`config.mk`:
```
export PLATFORM = sky130hd
export DESIGN_NAME = pose_frame_transform_tracker_top_flat
export DESIGN_NICKNAME = d
export VERILOG_FILES = /design/src/hw/rtl/pft_pkg.sv /design/src/hw/rtl/pft_if.sv /design/src/hw/rtl/pft_mul.sv /design/src/hw/rtl/pft_cordic.sv /design/src/hw/rtl/pft_div.sv /design/src/hw/rtl/pose_frame_transform_tracker_top.sv /design/src/flat_wrapper.sv
export SDC_FILE = /design/constraint.sdc
export NUM_CORES = 2
export LEC_CHECK = 0
export BUFFER_PORTS_ARGS = -buffer_cell sky130_fd_sc_hd__buf_2
export CAP_MARGIN = 20
export CORE_MARGIN = 5
export CORE_UTILIZATION = 40
export CTS_BUF_LIST = sky130_fd_sc_hd__clkbuf_4 sky130_fd_sc_hd__clkbuf_8 sky130_fd_sc_hd__clkbuf_16
export CTS_CLUSTER_DIAMETER = 100
export DETAILED_ROUTE_END_ITERATION = 7
export PLACE_DENSITY = 0.67
export SYNTH_ARGS = -nofsm -noshare
export SYNTH_HDL_FRONTEND = slang
export SYNTH_SLANG_ARGS = --single-unit
```
`constraint.sdc`:
```
create_clock -name clk -period 12.7 [get_ports clk]
set_clock_uncertainty 0.1 [all_clocks]
set_input_delay 2.54 -clock clk [delete_from_list [all_inputs] [get_ports clk]]
set_output_delay 2.54 -clock clk [all_outputs]
set_load 0.01 [all_outputs]
```
`src/hw/rtl/pft_pkg.sv`:
```
`timescale 1ns / 1ps
package pft_pkg;

    localparam int PFT_FRAC_BITS = 16;

    // radians to turns, 2^32 / (2*pi) in Q16 of the phase
    localparam logic signed [31:0] INV_TWO_PI = 32'sd683565276;
    localparam logic signed [33:0] CORDIC_GAIN = 34'sd652032874;

    localparam int CORDIC_STEPS = 30;
    localparam int STEP_W = $clog2(CORDIC_STEPS);

    localparam int MUL_STEPS = 32;
    localparam int MUL_CNT_W = $clog2(MUL_STEPS);

    // |delta| * 1000 fits in 42 bits
    localparam int DIV_W = 42;
    localparam int DIV_CNT_W = $clog2(DIV_W);

    localparam logic signed [31:0] SAT_MAX = 32'sh7fffffff;
    localparam logic signed [31:0] SAT_MIN = 32'sh80000000;

    typedef enum logic [5:0] {
        ST_IDLE   = 6'b000001,
        ST_PHASE  = 6'b000010,
        ST_CORDIC = 6'b000100,
        ST_MUL    = 6'b001000,
        ST_DIV    = 6'b010000,
        ST_EMIT   = 6'b100000
    } state_t;

    typedef struct packed {
        logic start;
        logic done;
    } unit_ctl_t;

    function automatic logic [31:0] pft_atan(input logic [STEP_W-1:0] i);
        logic [31:0] v;
        case (i)
            5'd0:  v = 32'h20000000;
            5'd1:  v = 32'h12E4051E;
            5'd2:  v = 32'h09FB385B;
            5'd3:  v = 32'h051111D4;
            5'd4:  v = 32'h028B0D43;
            5'd5:  v = 32'h0145D7E1;
            5'd6:  v = 32'h00A2F61E;
            5'd7:  v = 32'h00517C55;
            5'd8:  v = 32'h0028BE53;
            5'd9:  v = 32'h00145F2F;
            5'd10: v = 32'h000A2F98;
            5'd11: v = 32'h000517CC;
            5'd12: v = 32'h00028BE6;
            5'd13: v = 32'h000145F3;
            5'd14: v = 32'h0000A2F9;
            5'd15: v = 32'h0000517D;
            5'd16: v = 32'h000028BE;
            5'd17: v = 32'h0000145F;
            5'd18: v = 32'h00000A30;
            5'd19: v = 32'h00000518;
            5'd20: v = 32'h0000028C;
            5'd21: v = 32'h00000146;
            5'd22: v = 32'h000000A3;
            5'd23: v = 32'h00000051;
            5'd24: v = 32'h00000029;
            5'd25: v = 32'h00000014;
            5'd26: v = 32'h0000000A;
            5'd27: v = 32'h00000005;
            5'd28: v = 32'h00000003;
            5'd29: v = 32'h00000001;
            default: v = 32'h00000000;
        endcase
        return v;
    endfunction

    function automatic logic signed [31:0] pft_sat(input logic signed [39:0] v);
        logic signed [31:0] r;
        if (v > 40'sd2147483647)
        begin
            r = SAT_MAX;
        end
        else if (v < -40'sd2147483648)
        begin
            r = SAT_MIN;
        end
        else
        begin
            r = v[31:0];
        end
        return r;
    endfunction

endpackage

```
`src/hw/rtl/pft_if.sv`:
```
`timescale 1ns / 1ps
interface pft_in_if;
    logic               valid;
    logic               ready;
    logic               cmd;
    logic signed [31:0] pos_x;
    logic signed [31:0] pos_y;
    logic signed [31:0] angle;
    logic [31:0]        time_ms;

    modport source (output valid, cmd, pos_x, pos_y, angle, time_ms, input ready);
    modport sink (input valid, cmd, pos_x, pos_y, angle, time_ms, output ready);
endinterface

interface pft_out_if;
    logic               valid;
    logic               ready;
    logic signed [31:0] out_x;
    logic signed [31:0] out_y;
    logic signed [31:0] out_heading;
    logic signed [31:0] vel_x;
    logic signed [31:0] vel_y;
    logic signed [31:0] vel_heading;

    modport source (output valid, out_x, out_y, out_heading, vel_x, vel_y, vel_heading,
                    input ready);
    modport sink (input valid, out_x, out_y, out_heading, vel_x, vel_y, vel_heading,
                  output ready);
endinterface

```
`src/hw/rtl/pft_mul.sv`:
```
`timescale 1ns / 1ps
module pft_mul (
    input  logic                clk,
    input  logic                rst_n,
    input  pft_pkg::unit_ctl_t  ctl_in,
    input  logic signed [31:0]  a,
    input  logic signed [31:0]  b,
    output logic                done,
    output logic signed [63:0]  prod
);
    import pft_pkg::*;

    logic signed [63:0]   mc_reg;
    logic [31:0]          mp_reg;
    logic signed [63:0]   acc_reg;
    logic [MUL_CNT_W-1:0] cnt_reg;
    logic                 busy_reg;
    logic                 done_reg;
    logic                 last;
    logic signed [63:0]   addend;

    assign last = (cnt_reg == MUL_CNT_W'(MUL_STEPS - 1));

    // top multiplier bit carries negative weight
    always_comb
    begin
        if (!mp_reg[0])
        begin
            addend = 64'sd0;
        end
        else if (last)
        begin
            addend = -mc_reg;
        end
        else
        begin
            addend = mc_reg;
        end
    end

    always_ff @(posedge clk or negedge rst_n)
    begin
        if (!rst_n)
        begin
            busy_reg <= 1'b0;
            done_reg <= 1'b0;
            cnt_reg  <= '0;
        end
        else
        begin
            done_reg <= 1'b0;
            if (ctl_in.start)
            begin
                busy_reg <= 1'b1;
                cnt_reg  <= '0;
            end
            else if (busy_reg)
            begin
                cnt_reg <= cnt_reg + 1'b1;
                if (last)
                begin
                    busy_reg <= 1'b0;
                    done_reg <= 1'b1;
                end
            end
        end
    end

    always_ff @(posedge clk)
    begin
        if (ctl_in.start)
        begin
            mc_reg  <= {{32{a[31]}}, a};
            mp_reg  <= b;
            acc_reg <= 64'sd0;
        end
        else if (busy_reg)
        begin
            acc_reg <= acc_reg + addend;
            mc_reg  <= mc_reg <<< 1;
            mp_reg  <= mp_reg >> 1;
        end
    end

    assign done = done_reg;
    assign prod = acc_reg;

    ap_start_idle: assert property (@(posedge clk) disable iff (!rst_n)
        ctl_in.start |-> !busy_reg) else $error("multiplier restarted while busy");
    ap_done_after_busy: assert property (@(posedge clk) disable iff (!rst_n)
        done_reg |-> $past(busy_reg)) else $error("multiplier done without work");
    ap_done_pulse: assert property (@(posedge clk) disable iff (!rst_n)
        done_reg |=> !done_reg) else $error("multiplier done held");

endmodule

```
`src/hw/rtl/pft_cordic.sv`:
```
`timescale 1ns / 1ps
module pft_cordic (
    input  logic                clk,
    input  logic                rst_n,
    input  pft_pkg::unit_ctl_t  ctl_in,
    input  logic [31:0]         phase,
    output logic                done,
    output logic signed [31:0]  cos_v,
    output logic signed [31:0]  sin_v
);
    import pft_pkg::*;

    logic signed [33:0]  x_reg;
    logic signed [33:0]  y_reg;
    logic signed [32:0]  z_reg;
    logic [1:0]          quad_reg;
    logic [STEP_W-1:0]   i_reg;
    logic                busy_reg;
    logic                done_reg;
    logic [31:0]         phase_rnd;
    logic [31:0]         rem;
    logic signed [33:0]  dx;
    logic signed [33:0]  dy;
    logic signed [32:0]  atan_v;
    logic signed [33:0]  neg_x;
    logic signed [33:0]  neg_y;
    logic                last;

    // nearest quarter turn, remainder within one eighth
    assign phase_rnd = phase + 32'h20000000;
    assign rem       = phase - {phase_rnd[31:30], 30'd0};
    assign dx        = y_reg >>> i_reg;
    assign dy        = x_reg >>> i_reg;
    assign atan_v    = {1'b0, pft_atan(i_reg)};
    assign last      = (i_reg == STEP_W'(CORDIC_STEPS - 1));
    assign neg_x     = -x_reg;
    assign neg_y     = -y_reg;

    always_ff @(posedge clk or negedge rst_n)
    begin
        if (!rst_n)
        begin
            busy_reg <= 1'b0;
            done_reg <= 1'b0;
            i_reg    <= '0;
        end
        else
        begin
            done_reg <= 1'b0;
            if (ctl_in.start)
            begin
                busy_reg <= 1'b1;
                i_reg    <= '0;
            end
            else if (busy_reg)
            begin
                i_reg <= i_reg + 1'b1;
                if (last)
                begin
                    busy_reg <= 1'b0;
                    done_reg <= 1'b1;
                end
            end
        end
    end

    always_ff @(posedge clk)
    begin
        if (ctl_in.start)
        begin
            x_reg    <= CORDIC_GAIN;
            y_reg    <= 34'sd0;
            z_reg    <= {rem[31], rem};
            quad_reg <= phase_rnd[31:30];
        end
        else if (busy_reg)
        begin
            if (!z_reg[32])
            begin
                x_reg <= x_reg - dx;
                y_reg <= y_reg + dy;
                z_reg <= z_reg - atan_v;
            end
            else
            begin
                x_reg <= x_reg + dx;
                y_reg <= y_reg - dy;
                z_reg <= z_reg + atan_v;
            end
        end
    end

    always_comb
    begin
        case (quad_reg)
            2'd0:
            begin
                cos_v = x_reg[31:0];
                sin_v = y_reg[31:0];
            end
            2'd1:
            begin
                cos_v = neg_y[31:0];
                sin_v = x_reg[31:0];
            end
            2'd2:
            begin
                cos_v = neg_x[31:0];
                sin_v = neg_y[31:0];
            end
            default:
            begin
                cos_v = y_reg[31:0];
                sin_v = neg_x[31:0];
            end
        endcase
    end

    assign done = done_reg;

    ap_start_idle: assert property (@(posedge clk) disable iff (!rst_n)
        ctl_in.start |-> !busy_reg) else $error("rotator restarted while busy");
    ap_done_after_busy: assert property (@(posedge clk) disable iff (!rst_n)
        done_reg |-> $past(busy_reg) && !busy_reg) else $error("rotator done without work");
    ap_step_adv: assert property (@(posedge clk) disable iff (!rst_n)
        busy_reg && !ctl_in.start && !last |=> i_reg == $past(i_reg) + 1'b1)
        else $error("rotator step lost");

endmodule

```
`src/hw/rtl/pft_div.sv`:
```
`timescale 1ns / 1ps
module pft_div (
    input  logic                clk,
    input  logic                rst_n,
    input  pft_pkg::unit_ctl_t  ctl_in,
    input  logic [pft_pkg::DIV_W-1:0] num,
    input  logic [31:0]         den,
    output logic                done,
    output logic [pft_pkg::DIV_W-1:0] quo
);
    import pft_pkg::*;

    logic [DIV_W-1:0]     num_reg;
    logic [DIV_W-1:0]     quo_reg;
    logic [31:0]          rem_reg;
    logic [31:0]          den_reg;
    logic [DIV_CNT_W-1:0] cnt_reg;
    logic                 busy_reg;
    logic                 done_reg;
    logic [32:0]          trial;
    logic                 fits;
    logic [32:0]          diff;
    logic                 last;

    // one quotient bit per cycle, restoring
    assign trial = {rem_reg, num_reg[DIV_W-1]};
    assign diff  = trial - {1'b0, den_reg};
    assign fits  = (trial >= {1'b0, den_reg});
    assign last  = (cnt_reg == DIV_CNT_W'(DIV_W - 1));

    always_ff @(posedge clk or negedge rst_n)
    begin
        if (!rst_n)
        begin
            busy_reg <= 1'b0;
            done_reg <= 1'b0;
            cnt_reg  <= '0;
        end
        else
        begin
            done_reg <= 1'b0;
            if (ctl_in.start)
            begin
                busy_reg <= 1'b1;
                cnt_reg  <= '0;
            end
            else if (busy_reg)
            begin
                cnt_reg <= cnt_reg + 1'b1;
                if (last)
                begin
                    busy_reg <= 1'b0;
                    done_reg <= 1'b1;
                end
            end
        end
    end

    always_ff @(posedge clk)
    begin
        if (ctl_in.start)
        begin
            num_reg <= num;
            den_reg <= den;
            rem_reg <= 32'd0;
            quo_reg <= '0;
        end
        else if (busy_reg)
        begin
            num_reg <= num_reg << 1;
            quo_reg <= {quo_reg[DIV_W-2:0], fits};
            rem_reg <= fits ? diff[31:0] : trial[31:0];
        end
    end

    assign done = done_reg;
    assign quo  = quo_reg;

    ap_start_idle: assert property (@(posedge clk) disable iff (!rst_n)
        ctl_in.start |-> !busy_reg) else $error("divider restarted while busy");
    ap_rem_below: assert property (@(posedge clk) disable iff (!rst_n)
        busy_reg && !$rose(busy_reg) |-> rem_reg < den_reg)
        else $error("divider remainder out of range");
    ap_done_after_busy: assert property (@(posedge clk) disable iff (!rst_n)
        done_reg |-> $past(busy_reg)) else $error("divider done without work");

endmodule

```
`src/hw/rtl/pose_frame_transform_tracker_top.sv`:
```
`timescale 1ns / 1ps
// channel  dir  beat contents
// sample   in   cmd, pos_x, pos_y, angle, time_ms
// result   out  out_x, out_y, out_heading, vel_x, vel_y, vel_heading
//
// A set-pose beat goes straight to the result. A sample beat runs a phase
// multiply, the rotator, four serial products and, unless the elapsed time
// is zero, three rate divisions. Reset (rst_n, async) clears pose, offsets,
// rates and last time. The result register frees the core: the next sample
// is taken while a result waits for ready.
module pose_frame_transform_tracker_top #(
    parameter int FRAC_BITS = pft_pkg::PFT_FRAC_BITS
) (
    input  logic       clk,
    input  logic       rst_n,
    pft_in_if.sink     sample,
    pft_out_if.source  result
);
    import pft_pkg::*;

    state_t             state_reg;
    state_t             state_next;
    logic               go_reg;
    logic               go_next;
    logic [1:0]         idx_reg;
    logic               cmd_reg;
    logic signed [31:0] px_reg;
    logic signed [31:0] py_reg;
    logic signed [31:0] pa_reg;
    logic [31:0]        time_reg;
    logic [31:0]        elapsed_reg;
    logic signed [31:0] off_x_reg;
    logic signed [31:0] off_y_reg;
    logic signed [31:0] off_h_reg;
    logic signed [31:0] pose_x_reg;
    logic signed [31:0] pose_y_reg;
    logic signed [31:0] pose_h_reg;
    logic signed [31:0] rate_x_reg;
    logic signed [31:0] rate_y_reg;
    logic signed [31:0] rate_h_reg;
    logic [31:0]        last_time_reg;
    logic signed [65:0] acc_reg;
    logic signed [31:0] nx_reg;
    logic signed [31:0] ny_reg;
    logic signed [31:0] nh_reg;
    logic               out_valid_reg;
    logic signed [31:0] o_x_reg;
    logic signed [31:0] o_y_reg;
    logic signed [31:0] o_h_reg;
    logic signed [31:0] o_vx_reg;
    logic signed [31:0] o_vy_reg;
    logic signed [31:0] o_vh_reg;

    logic               accept;
    logic               out_free;
    unit_ctl_t          mul_ctl;
    unit_ctl_t          cor_ctl;
    unit_ctl_t          div_ctl;
    logic               mul_done;
    logic               cor_done;
    logic               div_done;
    logic signed [31:0] mul_a;
    logic signed [31:0] mul_b;
    logic signed [63:0] mul_prod;
    logic signed [31:0] cos_v;
    logic signed [31:0] sin_v;
    logic [DIV_W-1:0]   div_num;
    logic [DIV_W-1:0]   div_quo;
    logic signed [65:0] acc_sum;
    logic signed [65:0] acc_rnd;
    logic signed [65:0] acc_shr;
    logic signed [39:0] rot_off;
    logic signed [31:0] rot_sat;
    logic signed [31:0] rot_off_sel;
    logic signed [31:0] d_new;
    logic signed [31:0] d_old;
    logic signed [32:0] delta;
    logic               d_neg;
    logic [32:0]        d_mag;
    logic [DIV_W-1:0]   q_neg;
    logic signed [31:0] rate_val;

    assign accept   = sample.valid && sample.ready;
    assign out_free = !out_valid_reg || result.ready;
    assign sample.ready = (state_reg == ST_IDLE);

    // ---------------- units ----------------
    assign mul_ctl.start = go_reg && ((state_reg == ST_PHASE) || (state_reg == ST_MUL));
    assign cor_ctl.start = go_reg && (state_reg == ST_CORDIC);
    assign div_ctl.start = go_reg && (state_reg == ST_DIV);
    assign mul_ctl.done  = 1'b0;
    assign cor_ctl.done  = 1'b0;
    assign div_ctl.done  = 1'b0;

    always_comb
    begin
        if (state_reg == ST_PHASE)
        begin
            mul_a = INV_TWO_PI;
            mul_b = off_h_reg;
        end
        else
        begin
            case (idx_reg)
                2'd0:
                begin
                    mul_a = px_reg;
                    mul_b = cos_v;
                end
                2'd1:
                begin
                    mul_a = py_reg;
                    mul_b = sin_v;
                end
                2'd2:
                begin
                    mul_a = px_reg;
                    mul_b = sin_v;
                end
                default:
                begin
                    mul_a = py_reg;
                    mul_b = cos_v;
                end
            endcase
        end
    end

    pft_mul u_mul (
        .clk    (clk),
        .rst_n  (rst_n),
        .ctl_in (mul_ctl),
        .a      (mul_a),
        .b      (mul_b),
        .done   (mul_done),
        .prod   (mul_prod)
    );

    pft_cordic u_cordic (
        .clk    (clk),
        .rst_n  (rst_n),
        .ctl_in (cor_ctl),
        .phase  (mul_prod[FRAC_BITS+31:FRAC_BITS]),
        .done   (cor_done),
        .cos_v  (cos_v),
        .sin_v  (sin_v)
    );

    // ---------------- rotated position ----------------
    always_comb
    begin
        case (idx_reg)
            2'd1:    acc_sum = acc_reg - {{2{mul_prod[63]}}, mul_prod};
            2'd3:    acc_sum = acc_reg + {{2{mul_prod[63]}}, mul_prod};
            default: acc_sum = {{2{mul_prod[63]}}, mul_prod};
        endcase
    end

    assign acc_rnd     = acc_sum + 66'sd536870912;
    assign acc_shr     = acc_rnd >>> 30;
    assign rot_off_sel = (idx_reg == 2'd1) ? off_x_reg : off_y_reg;
    assign rot_off     = acc_shr[39:0] + {{8{rot_off_sel[31]}}, rot_off_sel};
    assign rot_sat     = pft_sat(rot_off);

    // ---------------- rates ----------------
    always_comb
    begin
        case (idx_reg)
            2'd0:
            begin
                d_new = nx_reg;
                d_old = pose_x_reg;
            end
            2'd1:
            begin
                d_new = ny_reg;
                d_old = pose_y_reg;
            end
            default:
            begin
                d_new = nh_reg;
                d_old = pose_h_reg;
            end
        endcase
    end

    assign delta = {d_new[31], d_new} - {d_old[31], d_old};
    assign d_neg = delta[32];
    assign d_mag = d_neg ? 33'(-delta) : 33'(delta);
    // times 1000 as 1024 - 32 + 8
    assign div_num = {d_mag[31:0], 10'd0} - {5'd0, d_mag[31:0], 5'd0}
                   + {7'd0, d_mag[31:0], 3'd0};
    assign q_neg   = '0 - div_quo;

    always_comb
    begin
        if (d_neg)
        begin
            rate_val = (div_quo > DIV_W'(64'd2147483648)) ? SAT_MIN : q_neg[31:0];
        end
        else
        begin
            rate_val = (div_quo > DIV_W'(64'd2147483647)) ? SAT_MAX : div_quo[31:0];
        end
    end

    pft_div u_div (
        .clk    (clk),
        .rst_n  (rst_n),
        .ctl_in (div_ctl),
        .num    (div_num),
        .den    (elapsed_reg),
        .done   (div_done),
        .quo    (div_quo)
    );

    // ---------------- sequencer ----------------
    always_comb
    begin
        state_next = state_reg;
        go_next    = 1'b0;
        case (state_reg)
            ST_IDLE:
            begin
                if (accept)
                begin
                    if (sample.cmd)
                    begin
                        state_next = ST_EMIT;
                    end
                    else
                    begin
                        state_next = ST_PHASE;
                        go_next    = 1'b1;
                    end
                end
            end
            ST_PHASE:
            begin
                if (mul_done)
                begin
                    state_next = ST_CORDIC;
                    go_next    = 1'b1;
                end
            end
            ST_CORDIC:
            begin
                if (cor_done)
                begin
                    state_next = ST_MUL;
                    go_next    = 1'b1;
                end
            end
            ST_MUL:
            begin
                if (mul_done)
                begin
                    go_next = 1'b1;
                    if (idx_reg == 2'd3)
                    begin
                        if (elapsed_reg != 32'd0)
                        begin
                            state_next = ST_DIV;
                        end
                        else
                        begin
                            state_next = ST_EMIT;
                            go_next    = 1'b0;
                        end
                    end
                end
            end
            ST_DIV:
            begin
                if (div_done)
                begin
                    if (idx_reg == 2'd2)
                    begin
                        state_next = ST_EMIT;
                    end
                    else
                    begin
                        go_next = 1'b1;
                    end
                end
            end
            ST_EMIT:
            begin
                if (out_free)
                begin
                    state_next = ST_IDLE;
                end
            end
            default:
            begin
                state_next = ST_IDLE;
            end
        endcase
    end

    always_ff @(posedge clk or negedge rst_n)
    begin
        if (!rst_n)
        begin
            state_reg     <= ST_IDLE;
            go_reg        <= 1'b0;
            idx_reg       <= 2'd0;
            off_x_reg     <= 32'sd0;
            off_y_reg     <= 32'sd0;
            off_h_reg     <= 32'sd0;
            pose_x_reg    <= 32'sd0;
            pose_y_reg    <= 32'sd0;
            pose_h_reg    <= 32'sd0;
            rate_x_reg    <= 32'sd0;
            rate_y_reg    <= 32'sd0;
            rate_h_reg    <= 32'sd0;
            last_time_reg <= 32'd0;
            out_valid_reg <= 1'b0;
        end
        else
        begin
            state_reg <= state_next;
            go_reg    <= go_next;

            if (accept && sample.cmd)
            begin
                off_x_reg <= pft_sat(40'(off_x_reg) + 40'(sample.pos_x) - 40'(pose_x_reg));
                off_y_reg <= pft_sat(40'(off_y_reg) + 40'(sample.pos_y) - 40'(pose_y_reg));
                off_h_reg <= pft_sat(40'(off_h_reg) + 40'(sample.angle) - 40'(pose_h_reg));
            end

            if (state_reg == ST_CORDIC && cor_done)
            begin
                idx_reg <= 2'd0;
            end
            else if (state_reg == ST_MUL && mul_done)
            begin
                idx_reg <= idx_reg + 1'b1;
            end
            else if (state_reg == ST_DIV && div_done)
            begin
                idx_reg <= idx_reg + 1'b1;
                case (idx_reg)
                    2'd0:    rate_x_reg <= rate_val;
                    2'd1:    rate_y_reg <= rate_val;
                    default: rate_h_reg <= rate_val;
                endcase
            end

            if (state_reg == ST_EMIT && out_free)
            begin
                out_valid_reg <= 1'b1;
                if (!cmd_reg)
                begin
                    pose_x_reg    <= nx_reg;
                    pose_y_reg    <= ny_reg;
                    pose_h_reg    <= nh_reg;
                    last_time_reg <= time_reg;
                end
            end
            else if (result.ready)
            begin
                out_valid_reg <= 1'b0;
            end
        end
    end

    // payload, no reset
    always_ff @(posedge clk)
    begin
        if (accept)
        begin
            cmd_reg     <= sample.cmd;
            px_reg      <= sample.pos_x;
            py_reg      <= sample.pos_y;
            pa_reg      <= sample.angle;
            time_reg    <= sample.time_ms;
            elapsed_reg <= sample.time_ms - last_time_reg;
        end
        if (state_reg == ST_MUL && mul_done)
        begin
            acc_reg <= acc_sum;
            if (idx_reg == 2'd1)
            begin
                nx_reg <= rot_sat;
            end
            if (idx_reg == 2'd3)
            begin
                ny_reg <= rot_sat;
                nh_reg <= pft_sat(40'(pa_reg) + 40'(off_h_reg));
            end
        end
        if (state_reg == ST_EMIT && out_free)
        begin
            o_x_reg  <= cmd_reg ? pose_x_reg : nx_reg;
            o_y_reg  <= cmd_reg ? pose_y_reg : ny_reg;
            o_h_reg  <= cmd_reg ? pose_h_reg : nh_reg;
            o_vx_reg <= rate_x_reg;
            o_vy_reg <= rate_y_reg;
            o_vh_reg <= rate_h_reg;
        end
    end

    assign result.valid       = out_valid_reg;
    assign result.out_x       = o_x_reg;
    assign result.out_y       = o_y_reg;
    assign result.out_heading = o_h_reg;
    assign result.vel_x       = o_vx_reg;
    assign result.vel_y       = o_vy_reg;
    assign result.vel_heading = o_vh_reg;

    ap_go_pulse: assert property (@(posedge clk) disable iff (!rst_n)
        go_reg |=> !go_reg) else $error("unit start held");
    ap_mul_owner: assert property (@(posedge clk) disable iff (!rst_n)
        mul_done |-> (state_reg == ST_PHASE) || (state_reg == ST_MUL))
        else $error("multiplier finished outside its steps");
    ap_div_owner: assert property (@(posedge clk) disable iff (!rst_n)
        div_done |-> (state_reg == ST_DIV) && (elapsed_reg != 32'd0))
        else $error("division finished outside rate steps");
    ap_emit_load: assert property (@(posedge clk) disable iff (!rst_n)
        (state_reg == ST_EMIT) && out_free |=> out_valid_reg && (state_reg == ST_IDLE))
        else $error("result beat not loaded");

endmodule

```
`src/flat_wrapper.sv`:
```
// flat-port wrapper written by rule: the top's interface ports become plain ports
module pose_frame_transform_tracker_top_flat import pft_pkg::*;
#(
    parameter int FRAC_BITS = pft_pkg::PFT_FRAC_BITS
)
  (clk, rst_n, sample_valid, sample_cmd, sample_pos_x, sample_pos_y, sample_angle, sample_time_ms, sample_ready, result_valid, result_out_x, result_out_y, result_out_heading, result_vel_x, result_vel_y, result_vel_heading, result_ready);
  pft_in_if sample_i ();
  pft_out_if result_i ();
  input  logic clk;
  input  logic rst_n;
  input wire logic [$bits(sample_i.valid)-1:0] sample_valid;
  input wire logic [$bits(sample_i.cmd)-1:0] sample_cmd;
  input wire logic [$bits(sample_i.pos_x)-1:0] sample_pos_x;
  input wire logic [$bits(sample_i.pos_y)-1:0] sample_pos_y;
  input wire logic [$bits(sample_i.angle)-1:0] sample_angle;
  input wire logic [$bits(sample_i.time_ms)-1:0] sample_time_ms;
  output wire logic [$bits(sample_i.ready)-1:0] sample_ready;
  output wire logic [$bits(result_i.valid)-1:0] result_valid;
  output wire logic [$bits(result_i.out_x)-1:0] result_out_x;
  output wire logic [$bits(result_i.out_y)-1:0] result_out_y;
  output wire logic [$bits(result_i.out_heading)-1:0] result_out_heading;
  output wire logic [$bits(result_i.vel_x)-1:0] result_vel_x;
  output wire logic [$bits(result_i.vel_y)-1:0] result_vel_y;
  output wire logic [$bits(result_i.vel_heading)-1:0] result_vel_heading;
  input wire logic [$bits(result_i.ready)-1:0] result_ready;
  assign sample_i.valid = sample_valid;
  assign sample_i.cmd = sample_cmd;
  assign sample_i.pos_x = sample_pos_x;
  assign sample_i.pos_y = sample_pos_y;
  assign sample_i.angle = sample_angle;
  assign sample_i.time_ms = sample_time_ms;
  assign sample_ready = sample_i.ready;
  assign result_valid = result_i.valid;
  assign result_out_x = result_i.out_x;
  assign result_out_y = result_i.out_y;
  assign result_out_heading = result_i.out_heading;
  assign result_vel_x = result_i.vel_x;
  assign result_vel_y = result_i.vel_y;
  assign result_vel_heading = result_i.vel_heading;
  assign result_i.ready = result_ready;
  pose_frame_transform_tracker_top #(.FRAC_BITS(FRAC_BITS)) u_core (.clk(clk), .rst_n(rst_n), .sample(sample_i), .result(result_i));
endmodule
```
# Word-level counts from Yosys, hierarchy flattened
# Memories as Yosys holds them, arrays and structs flattened.
# Cells that the tools add are included.
classes:
  addsub: 34
  n_lt_le_gt_ge: 13
  mux: 90
  eq_ne: 22
  n_reduce_logical: 30
  n_shift: 2
  n_bitwise: 4
ops:
  columns: ["op", "count"]
  rows:
  - ["2-to-1 mux 32 bit", 24]
  - ["2-to-1 mux 64 bit", 4]
  - ["> comparator 40 x 32 -> 1 bit, second input constant", 5]
  - ["less-than comparator 40 x 32 -> 1 bit, second input constant", 5]
  - ["case mux 32 bit (3 select lines)", 2]
  - ["adder 32 x 32 -> 33 bit", 4]
  - ["case mux 66 bit (2 select lines)", 1]
  - ["case mux 32 bit (2 select lines)", 2]
  - ["subtractor 33 x 32 -> 34 bit", 3]
  - ["2-to-1 mux 33 bit", 3]
  - ["negator 32 bit", 3]
  - ["subtractor 32 bit", 3]
  - ["2-to-1 mux 42 bit", 2]
  - ["2-to-1 mux 6 bit", 12]
  - ["adder 34 bit", 2]
  - ["2-to-1 mux 34 bit", 2]
  - [">>> shifter 34 x 5 -> 34 bit", 2]
  - ["subtractor 34 bit", 2]
  - ["adder 66 x 31 -> 66 bit, second input constant", 1]
  - ["adder 66 bit", 1]
  - ["subtractor 66 bit", 1]
  - ["adder 64 bit", 1]
  - ["negator 64 bit", 1]
  - ["adder 42 x 35 -> 42 bit", 1]
  - ["41 further kinds", 108]
word_totals:
  romBits: 960
  regBits: 1278
  elab_cells: 246
  memories: 1
memory_table:
  columns: ["memory", "depth", "width", "rd", "rd_clocked_by_memory_dff", "wr", "line", "source"]
  rows:
  - ["(name not given)", 32, 30, 1, 0, 0, "pft_pkg.sv:39", "case (i)"]

# Depth between registers and ports, before layout
logic_depth:
  word_depth: 8
  ltp_mapped: 41
  ltp_nobuf: 38

# Modules after synthesis
# Synthesis repeated with hierarchy kept, for this count alone.
unflattened:
  hier_cells: 10365
  area_unflattened_um2: 96274.8
by_module_without_submodules:
  columns: ["module", "seq_area_each_um2", "cells_each", "n_inst", "area_per_inst_um2"]
  rows:
  - ["pose_frame_transform_tracker_top", 23724.0, 5895, 1, 57661.6]
  - ["pft_cordic", 2587.5, 2419, 1, 18790.5]
  - ["pft_mul", 4339.2, 1289, 1, 11752.5]
  - ["pft_div", 3903.7, 762, 1, 8070.2]

# Least setup slack after synthesis
# No wires, ideal clock.
synth_path:
  kind: "reg2reg"
  start: "reg u_core.u_mul.acc_reg[12] (netlist: u_core.u_mul.prod[12])"
  end: "reg u_core.nx_reg[13] (data pin)"
  t_required_ns: 12.467
  path_buffers: 4
  slack_ns: 3.374
  arrival_time_ns: 9.094
  path_stages_with_launch: 39
  path_cell_list: "dfxtp_1 -> or4_1 -> or3_1 -> nor3_1 -> nor3b_1 -> and2_1 -> nand2_1 -> nor4_1 -> nor2_1 -> xor2_1 -> ha_1 -> clkbuf_1 -> and3_1 -> and2_1 -> a21o_1 -> a211oi_1 -> nand3_1 -> a2111oi_0 -> (+3 left out) -> or4_1 -> clkbuf_1 -> xnor2_1 -> ha_1 -> clkbuf_1 -> a21o_1 -> a21o_1 -> a21o_1 -> a21oi_1 -> nor2b_1 -> a211oi_1 -> o221ai_1 -> a31o_2 -> a21oi_1 -> xor2_1 -> o41ai_1 -> clkbuf_1 -> a31o_2"
synth_via:
  elab_chain_len: 7
  elab_cells_between_ends: 9
  cone_classes: "add/sub: 4; order compare: 2; mux: 3"
synth_rtl:
  columns: ["element", "line", "source"]
  rows:
  - ["from (decl)", "pft_mul.sv:15", "logic signed [63:0] acc_reg;"]
  - ["from (signal assigned)", "pft_mul.sv:79", "acc_reg <= acc_reg + addend;"]
  - ["adder 66 bit / subtractor 66 bit (equally long branches)", "pose_frame_transform_tracker_top.sv:154, pose_frame_transform_tracker_top.sv:153", null]
  - ["case mux 66 bit (2 select lines) *", "pose_frame_transform_tracker_top.sv:152", "case (idx_reg)"]
  - ["adder 66 x 31 -> 66 bit *", "pose_frame_transform_tracker_top.sv:159", "assign acc_rnd = acc_sum + 66'sd536870912;"]
  - ["adder 36 x 32 -> 37 bit *", "pose_frame_transform_tracker_top.sv:162", "assign rot_off = acc_shr[39:0] + {{8{rot_off_sel[31]}}, rot_off_sel};"]
  - ["less-than comparator 40 x 32 -> 1 bit", "pft_pkg.sv:81", "else if (v < -40'sd2147483648)"]
  - ["2-to-1 mux 32 bit", "pft_pkg.sv:81", null]
  - ["2-to-1 mux 32 bit *", "pft_pkg.sv:77", "if (v > 40'sd2147483647)"]
  - ["named net u_core.rot_sat[13]", "pose_frame_transform_tracker_top.sv:73", "logic signed [31:0] rot_sat;"]
  - ["to (signal assigned)", "pose_frame_transform_tracker_top.sv:385", "nx_reg <= rot_sat;"]
  - ["to (decl)", "pose_frame_transform_tracker_top.sv:43", "logic signed [31:0] nx_reg;"]
# The timed path passes the listed nets; every way through them passes the cells marked *.
# A chain may end at the register's enable or synchronous reset.

# Worst setup path after layout
layout_path:
  start: "reg u_core.u_mul.acc_reg[12] (netlist: u_core.u_mul.prod[12])"
  end: "reg u_core.ny_reg[4] (data pin)"
layout_via:
  elab_chain_len: 7
  elab_cells_between_ends: 9
  cone_classes: "add/sub: 4; order compare: 2; mux: 3"
layout_rtl:
  columns: ["element", "line", "source"]
  rows:
  - ["adder 66 bit / subtractor 66 bit (equally long branches)", "pose_frame_transform_tracker_top.sv:154, pose_frame_transform_tracker_top.sv:153", null]
  - ["case mux 66 bit (2 select lines) *", "pose_frame_transform_tracker_top.sv:152", null]
  - ["named net u_core.acc_sum[37]", "pose_frame_transform_tracker_top.sv:69", "logic signed [65:0] acc_sum;"]
  - ["adder 66 x 31 -> 66 bit *", "pose_frame_transform_tracker_top.sv:159", null]
  - ["adder 36 x 32 -> 37 bit *", "pose_frame_transform_tracker_top.sv:162", null]
  - ["less-than comparator 40 x 32 -> 1 bit", "pft_pkg.sv:81", null]
  - ["2-to-1 mux 32 bit", "pft_pkg.sv:81", null]
  - ["2-to-1 mux 32 bit *", "pft_pkg.sv:77", null]
  - ["named net u_core.rot_sat[4]", "pose_frame_transform_tracker_top.sv:73", null]
  - ["to (signal assigned)", "pose_frame_transform_tracker_top.sv:389", "ny_reg <= rot_sat;"]
  - ["to (decl)", "pose_frame_transform_tracker_top.sv:44", "logic signed [31:0] ny_reg;"]
# Marked as above.

==> key figures <==
Run status
  • Status: finished, final reports clean

Pwr
  • PD cells: 286 mW/mm^2
  • Total Power: 29.7 mW
  • VDD IR max: 0.000536 V
  • Leak: 43.9 nW

Detailed routing
  • 1st-pass router iterations: 6
  • Initial drt markers: 7397
  • Vias after detailed routing: 78066
  • Antenna-violating nets left: 0
  • DRC viols: 0
  • Vias/cell: 5.86
  • Wirelength per Cell: 22.8 um
  • Post-Route WL: 304000 um

Run
  • Max cap viols: 0

Synth
  • Post-synth cell types: 105
  • Mapped Cells: 10040
  • Syn. warnings: 0
  • Top FF cell, synth: edfxtp_1
  • Synthesized Nets: 10870
  • Yosys top cell area share: 23.0%
  • Synth cell count leaders: 874 x nand2_1, 796 x a21oi_1, 792 x nor2_1
  • #FFs+latches synth: 1275
  • Post-synth EDFFs: 717
  • Area contributors post-synth: edfxtp_1 23%, dfrtp_1 9.4%, ha_1 7.6%
  • Avg Cell Area, Syn: 9.31 sq um
  • Largest area contributor in the netlist: edfxtp_1
  • Post-Syn Area: 0.0935 sq mm
  • Ys async rst share: 27.6%
  • Top-count cell post-synth: nand2_1
  • Sequential fraction of the synthesis area: 36.9%

Worst setup path
  • CP Max Fanout: 31
  • Setup CP Type: register to register
  • Arrival @ worst endpoint: 11.97 ns
  • Bufs and invs on worst path: 2
  • CP delay by family, top: simple AND/OR/NAND/NOR gates
  • CP max stage delay: 0.99 ns
  • Worst R2R Setup Slack: 1.20 ns
  • CP required: 13.17 ns
  • Startpoint types: register
  • Worst setup EP type: register
  • CP max-delay cell: a2111oi_0

Floorplanning
  • Die ar.: 0.243 sq mm
  • Initial Util: 40.2%
  • Die X: 493 um
  • Row count: 177
  • # IOs: 327
  • CORE AREA: 0.233 sq mm
  • Die Span Y: 493 um

Clock tree
  • Clock sink count: 1275
  • Worst skew pair latency: 0.85 ns
  • Reg clk slew, reported paths: 0.06 ns
  • CTS resizes: 0
  • CTS buffer count: 152
  • CTS Root Cell: clkbuf_16
  • Post-CTS Setup Inserts: 0
  • Clock Path Buffers: 3
  • CTS tree: built
  • # H-tree levels: 4
  • Hold buffer count at CTS: 0

STA
  • Worst-Margin Slew: 1.14 ns
  • # setup viols final: 0
  • Max Freq: 0.0869 GHz
  • RSZ-0062 raised after global routing: false
  • Minimum clock period: 11.50 ns
  • Period utilisation layout: 90.6%
  • Fin. max-slew vios: 0
  • Post-route setup TNS: 0 ns
  • Final Hold Viols: 0
  • Relative slew slack: 22.1%

Global routing
  • First-pass GRT wire length: 456000 um
  • Initial antenna violation count: 30
  • Largest net degree at the start of global routing: 123
  • Vias in the first global route: 74836
  • GR Overflow Total: 0
  • Gr usage total: 24.1%

Placement
  • Buffers on Ports: 326
  • Post-DP HPWL: 233000 um
  • Placer congestion estimate: 0.955

Layout
  • Layout cells sized above 1: 11.6%
  • Max reg flops: 66
  • Layout Nets: 10959
  • Syn-to-layout area delta: 10.8%

Worst hold path
  • Hold Path Class: register to register
## final timing paths
kind                                                     from                                end  cells after the start
max                        u_core.u_mul.prod[12]$_SDFFE_PP0P_         u_core.ny_reg[4]$_DFFE_PP_                     36
min                          u_core.rate_x_reg[8]$_DFFE_PN0P_   u_core.result.vel_x[8]$_DFFE_PP_                      0
max reg2reg                u_core.u_mul.prod[12]$_SDFFE_PP0P_         u_core.ny_reg[4]$_DFFE_PP_                     36
min reg2reg                  u_core.rate_x_reg[8]$_DFFE_PN0P_   u_core.result.vel_x[8]$_DFFE_PP_                      0
max in group asynchronous                               rst_n    u_core.u_mul.busy_reg$_DFF_PN0_                      3
min in group asynchronous                               rst_n  u_core.rate_y_reg[13]$_DFFE_PN0P_                      1
## routing by layer
layer	routed length (um)	vias to the layer above	GRT usage (%)
met1	130000	38232	32.4
met4	16600	4	11.5
met2	137000	2833	38.3
met3	20700	558	3.27
li1	-	36439	-
met5	21	-	0
## layout by cell type, fill, tap and decap left out, drive strengths merged, types with 40 or more instances in the layout
cell type and n:
nor3 166, clkbuf 197, o22ai 43, dfrtp 351, nor4 57, nand4 80
nand2b 99, nor2b 71, xor2 280, fa 131, clkinv 54, or3 89
a22o 40, dfxtp 206, mux2 274, a22oi 126, nand3 132, ha 566
and2 123, o21ai 618, o21bai 83, xnor2 456, buf 422, a21o 356
nor2 792, mux2i 221, edfxtp 717, mux4 103, o211ai 49, nand2 874
o31ai 75, o21a 66, a211oi 90, a21oi 796, inv 758, and3 75
a31oi 115
## cells by family (layout without fill, tap and decap cells)
group | Yosys count | in the layout | share of synthesized area, %
AO/OA/AOI/OAI | 2775 | 2775 | 18.9
flip-flops | 1275 | 1275 | 36.9
adder cells (fa/ha/maj) | 700 | 700 | 10.4
buffers and inverters | 1237 | 1458 | 5.08
XOR/XNOR | 736 | 736 | 6.90
multiplexers | 598 | 598 | 8.22
AND/OR/NAND/NOR | 2719 | 2719 | 13.6
other | 0 | 20 | 0
## metrics by stage
stage                     hold slack [ns]  util [%]  instance area [sq um]  setup WS (ns)  std cells
after floorplan                     0.319         -                  93500           3.37      10040
after global placement              0.324      42.1                  97900           1.58      13013
after detailed placement            0.327      42.1                  97900           1.48      13014
after CTS                           0.343      44.5                 103000           1.41      13300
after global routing                0.351      44.5                 104000          0.420      13316
final                               0.341      44.5                 104000           1.20      13324
## report_power, final
group / switching (mW) / leakage [nW] / internal (mW) / total (mW)
clock network: 1.96 / 2.72 / 2.80 / 4.76
logic: 10.9 / 28.9 / 7.46 / 18.3
registers: 0.972 / 12.3 / 5.59 / 6.56
## layout make-up
type | count | area (sq um)
fill | 22197 | 129000
sequential | 1275 | 34500
clock buffer | 196 | 4260
tap | 3043 | 3810
inverter | 749 | 2830
multi-input combinational | 7528 | 54400
clock inverter | 90 | 1310
antenna | 20 | 50.0
timing repair buffer | 423 | 2410
Note: power is estimated with default switching activity, not from simulation.
